==> src/rtl/srt_pkg.sv <==
// ----------------------------------------------------------------------------
// srt_pkg
// shared types and constants of the sorted record table
// ----------------------------------------------------------------------------
package srt_pkg;

   localparam int DEPTH = 256;
   localparam int IDX_W = $clog2(DEPTH);
   localparam int CNT_W = $clog2(DEPTH + 1);
   localparam int GRP_SIZE = 16;
   localparam int NGRP = (DEPTH + GRP_SIZE - 1) / GRP_SIZE;

   typedef enum logic [2:0] {
      OP_INSERT = 3'd0,
      OP_APPEND = 3'd1,
      OP_REMOVE = 3'd2,
      OP_READ   = 3'd3,
      OP_SEARCH = 3'd4
   } op_type;

   typedef enum logic [1:0] {
      STATUS_OK   = 2'd0,
      STATUS_ERR  = 2'd1,
      STATUS_MISS = 2'd2
   } status_type;

   typedef enum logic [1:0] {
      ST_IDLE,
      ST_WAIT,
      ST_EVAL
   } state_type;

   typedef struct packed {
      logic [31:0] key;
      logic [15:0] cnt;
      logic [31:0] handle;
   } rec_type;

   typedef struct packed {
      logic             ins;
      logic             rem;
      logic [IDX_W-1:0] at;
      rec_type          wr;
      logic [IDX_W-1:0] probe;
   } cell_cmd_type;

endpackage

==> src/rtl/srt_cell.sv <==
// ----------------------------------------------------------------------------
// srt_cell
// one table slot: holds a record, shifts with its neighbours, answers probes
// ----------------------------------------------------------------------------
module srt_cell (
   input  logic                        clock,
   input  logic [srt_pkg::IDX_W-1:0]   cell_pos,
   input  srt_pkg::cell_cmd_type       cmd,
   input  srt_pkg::rec_type            left_rec,
   input  srt_pkg::rec_type            right_rec,
   output srt_pkg::rec_type            rec,
   output srt_pkg::rec_type            sel
);
   import srt_pkg::*;

   rec_type rec_ff;
   rec_type rec_in;
   rec_type sel_ff;
   rec_type sel_in;

   always_comb begin
      rec_in = rec_ff;
      if (cmd.ins) begin
         if (cell_pos > cmd.at) begin
            rec_in = left_rec;
         end else if (cell_pos == cmd.at) begin
            rec_in = cmd.wr;
         end
      end else if (cmd.rem) begin
         if (cell_pos >= cmd.at) begin
            rec_in = right_rec;
         end
      end
      sel_in = (cell_pos == cmd.probe) ? rec_ff : '0;
   end

   always_ff @(posedge clock) begin
      rec_ff <= rec_in;
      sel_ff <= sel_in;
   end

   assign rec = rec_ff;
   assign sel = sel_ff;

endmodule

==> config.mk <==
export PLATFORM = sky130hd
export DESIGN_NAME = srt_cell
export DESIGN_NICKNAME = d
export VERILOG_FILES = /design/src/rtl/srt_pkg.sv /design/src/rtl/srt_cell.sv
export SDC_FILE = /design/constraint.sdc
export NUM_CORES = 1
export LEC_CHECK = 0
export BUFFER_PORTS_ARGS = -buffer_cell sky130_fd_sc_hd__buf_2
export CAP_MARGIN = 20
export CORE_AREA = 2 2 168 170
export CTS_BUF_LIST = sky130_fd_sc_hd__clkbuf_16
export CTS_CLUSTER_SIZE = 8
export DETAILED_ROUTE_END_ITERATION = 12
export DIE_AREA = 0 0 170 172
export PLACE_DENSITY_LB_ADDON = 0.1
export SLEW_MARGIN = 20
export SYNTH_ARGS = -nofsm -noshare
export SYNTH_HDL_FRONTEND = slang
export SYNTH_SLANG_ARGS = --single-unit
==> constraint.sdc <==
create_clock -name clock -period 5.4 [get_ports clock]
set_input_delay 0.81 -clock clock [delete_from_list [all_inputs] [get_ports clock]]
set_output_delay 0.81 -clock clock [all_outputs]
set_load 0.03 [all_outputs]
# Word-level counts from Yosys, hierarchy flattened
# Index checks and enable logic that the tools add are counted.
[word_totals]
latch_bits = 0
mem_count = 0
ff_bits = 160
in_bits = 267
romBits = 0
mem_bits_rw = 0
[classes]
div_mod_pow = 0
addsub = 0
n_bitwise = 0
order_cmp = 2
multipliers = 0
eq_ne = 3
shifts = 0
n_mux = 5
n_reduce_logical = 3
[op_table]
columns = ["cell", "count"]
rows = [
  ["2-to-1 mux 80 bit", 5],
  ["== test 8 bit", 2],
  [">= comparator 8 bit", 1],
  ["> comparator 8 bit", 1],
  ["nonzero test 2 bit", 2],
  ["!= test 3 x 1 -> 1 bit (second input constant)", 1],
  ["AND reduction 3 bit", 1],
]

# Logic depth before layout (Yosys ltp)
[logic_depth]
depth_word = 4
mapped_depth = 10

# Worst setup path after synthesis
# OpenSTA, ideal clock, no wires.
[synth_path]
path_type = "input-to-reg"
from = "input port cmd[95] in the netlist's numbering"
to = "register rec_ff, in the netlist rec[0] (enable)"
required_ps = 4955
t_arrival_ps = 3947
path_stages = 9
path_buffers = 4
setup_slack_ps = 1008
cell_sequence = "inv_1 > ha_1 > and3_4 > a221o_1 > buf_2 > buf_6 > buf_6 > buf_2 > o22a_1"
[synth_between]
elab_chain_cells = 3
word_cells_on_any_way = 6
classes_between = "order compare: 2; eq/ne: 2; reduce/logical: 2"
[synth_lines]
columns = ["item", "line", "rtl"]
rows = [
  ["start, declared", "srt_cell.sv:8", "input srt_pkg::cell_cmd_type cmd,"],
  ["> comparator 8 bit (tied with other cells)", "srt_cell.sv:24", "if (cell_pos > cmd.at) begin"],
  ["!= test 3 x 1 -> 1 bit (no source line) or nonzero test 2 bit (tied branches)", "-", ""],
  ["AND reduction 3 bit (no source line) (*)", "-", ""],
  ["end signal, assigned", "srt_cell.sv:38", "rec_ff <= rec_in;"],
  ["end, declared", "srt_cell.sv:16", "rec_type rec_ff;"],
]
# Every way passes the cells marked *; elsewhere a longest branch is shown, timed or not.
# A chain may end at the register's enable or synchronous reset.

==> impl_metrics.json <==
{
  "status": "finished clean",
  "synth_seq_cells": 160,
  "initial_core_util_pct": 32.9,
  "setup_viol": 0,
  "timing.hold.worst.class": "reg -> reg",
  "crit_arrival_ns": 3.62,
  "fin_cells": 1670,
  "final.setup.tns_ns": 0,
  "firstDrtPassIters": 5,
  "synthCells": 937,
  "cts-root-buf": "clkbuf_16",
  "dieHeight_um": 172,
  "rsz0062_at_grt": "no",
  "max_stage_delay_ns": 0.78,
  "remaining_drc_errors": 0,
  "clk_path_buf_depth": 2,
  "startpoint_type": "primary input",
  "synthFlopType": "edfxtp_1",
  "clk_latency_ns": 0.44,
  "crit_required_ns": 5.55,
  "cts_tree": "done",
  "finalCritPeriodShare_pct": 64.2,
  "hpwlAfterDp_mm": 24.4,
  "peakVddDrop_mv": 0.179,
  "cts_sinks": 160,
  "ant_nets": 0,
  "synth_edf_count": 80,
  "yosys_warnings": 0,
  "grt_usage_pct": 23.9,
  "syn_nets": 1212,
  "clkSlewWorstSetupHoldPaths_ns": 0.06,
  "num_vias": 9282,
  "io_buffers": 426,
  "die_area_mm2": 0.0292,
  "drt_iter0_markers": 982,
  "placementRows": 61,
  "critPathMaxFanout": 88,
  "maxCapViolations": 0,
  "antenna_found_initial": 6,
  "cts_resized": 0,
  "synth_area_mm2": 0.00904,
  "cp_cell_sequence": "buf_2 -> ha_1 -> and3_4 -> a221o_4 -> buf_12 -> mux2_2 -> nand2_1 -> a41oi_1",
  "cts_buffers": 17,
  "busiest_layer": "met2",
  "layout-drive-gt1-share_pct": 42.2,
  "grt_max_degree": 89,
  "final_util_pct": 44.0,
  "skew_ns": 0.00871,
  "grt_pass1_vias": 8871,
  "critPathKind": "in -> reg",
  "p_per_area_mw_per_mm2": 314,
  "dp_cells": 1630,
  "timing.fmax_mhz": 288,
  "cpMaxStageDelayCell": "a221o_4",
  "vias_per_cell": 5.56,
  "period_needed_ns": 3.47,
  "htree_levels": 4,
  "die_w_um": 170,
  "async_flop_share_pct": 0,
  "grt_remaining_overflow": 0,
  "met1_usage_pct": 30.0,
  "use_met2_pct": 39.7,
  "core_area_mm2": 0.0275,
  "grt_pass1_wl_mm": 52.8,
  "syn_to_final_growth_pct": 33.6,
  "max-slew-margin-rel_pct": 29.1,
  "wl_per_cell_um": 21.7,
  "routed_wirelength_mm": 36.2,
  "io-pin-count": 427,
  "postSynthAreaPerCell_um2": 9.65,
  "leakage_nw": 5.42,
  "final_max_slew_viol_count": 0,
  "nNetsFinal": 1578,
  "ys_types": 33,
  "cts_setup_buffers": 0,
  "worst_pin_slew_ns": 1.06,
  "finalHoldViolations": 0,
  "yosysSeqAreaShare_pct": 44.3,
  "use_met3_pct": 6.36,
  "cts_hold_buffers": 0,
  "cp-end-kind": "flip-flop",
  "gp_congestion": 0.773
}
## through the flow
step                      power [W]  hold slack, ns  area (um^2)  worst slack (ns)
after detailed placement    0.00245           0.454        11400              1.52
after global routing        0.00396           0.488        12100              1.83
final                       0.00380           0.466        12100              1.93
after floorplan             0.00210           0.689         9040              1.01
after CTS                   0.00383           0.471        12100              1.98
after global placement      0.00245           0.461        11400              1.54
## worst max-delay path, delay by kind of cell
kind / cells / cell delay, ns
compound gates: 2 / 0.93
buf+inv: 2 / 0.55
fa+ha+maj: 1 / 0.42
simple gates: 2 / 0.33
mux: 1 / 0.39
## path summary, 6_finish.rpt
kind          startpoint      end  slack (ns)  cells past startpoint
max          cell_pos[7]  rec[46]        1.93                      8
min              rec[70]  sel[70]        0.47                      1
max reg2reg      rec[19]  sel[19]        4.67                      1
min reg2reg      rec[70]  sel[70]        0.47                      1
## registers in the layout, indices dropped and copies added (netlist names)
signal	cells
sel	80
rec	80
## final cells by class
class	count	area [um^2]
fillers	2768	15400
multi-input cells	674	4660
flip-flops and latches	160	4000
repair buffers	441	2280
clock buffers	18	450
well taps	346	433
clock inverters	14	194
inverters	9	33.8
diodes	8	20.0
## where the power goes
part           switching, W  internal, W
Clock              0.000528     0.000840
Combinational      0.000608     0.000351
Sequential        0.0000620      0.00141
Total               0.00120      0.00260
## logic make-up after synthesis
logic type,Yosys count,share of synthesized area (%)
multiplexers,79,10.8
flip-flops,160,44.3
buffers and inverters,103,4.90
AND/OR/NAND/NOR,410,21.8
XOR/XNOR,8,0.775
adder cells (fa/ha/maj),8,1.11
AO/OA/AOI/OAI,169,16.4
## metal layers
layer  share of wire, %  up-vias
met5              0.030        -
met4                2.0        2
met1                 40     4459
li1                   -     4315
met2                 49      460
met3                9.1       46
## cell usage after synthesis, types with 2 or more instances
cell type  count  share of area, %
mux2_2        57               7.1
nor2_1        81               3.4
dfxtp_1       80                18
a41oi_1       79               7.7
a221oi_1      79               7.7
nand3_1      158               8.7
buf_6          6              0.75
clkbuf_1      77               3.2
inv_1          8              0.33
mux2_4        22               3.7
buf_2          9              0.50
edfxtp_1      80                27
nand2_1       81               3.4
o211a_1        2              0.22
nand4_1        4              0.28
ha_1           8               1.1
xnor2_1        8              0.78
and2_1        82               5.7
buf_1          2             0.083
## layout by cell type (no fill, tap or decap), types with 2 or more instances in the layout
master / n
dfxtp_1: 80
a221oi_1: 79
nor2_4: 2
clkbuf_16: 18
nand3_1: 158
clkinv_2: 2
edfxtp_1: 80
ha_1: 8
nand2_1: 81
o211a_1: 2
buf_4: 13
mux2_2: 57
nand4_1: 4
xnor2_1: 8
buf_12: 3
nor2_1: 79
a41oi_1: 79
clkinv_1: 2
mux2_4: 22
bufinv_16: 5
diode_2: 8
inv_1: 11
and2_1: 82
buf_2: 425
Power figures use the tool's default switching activity.
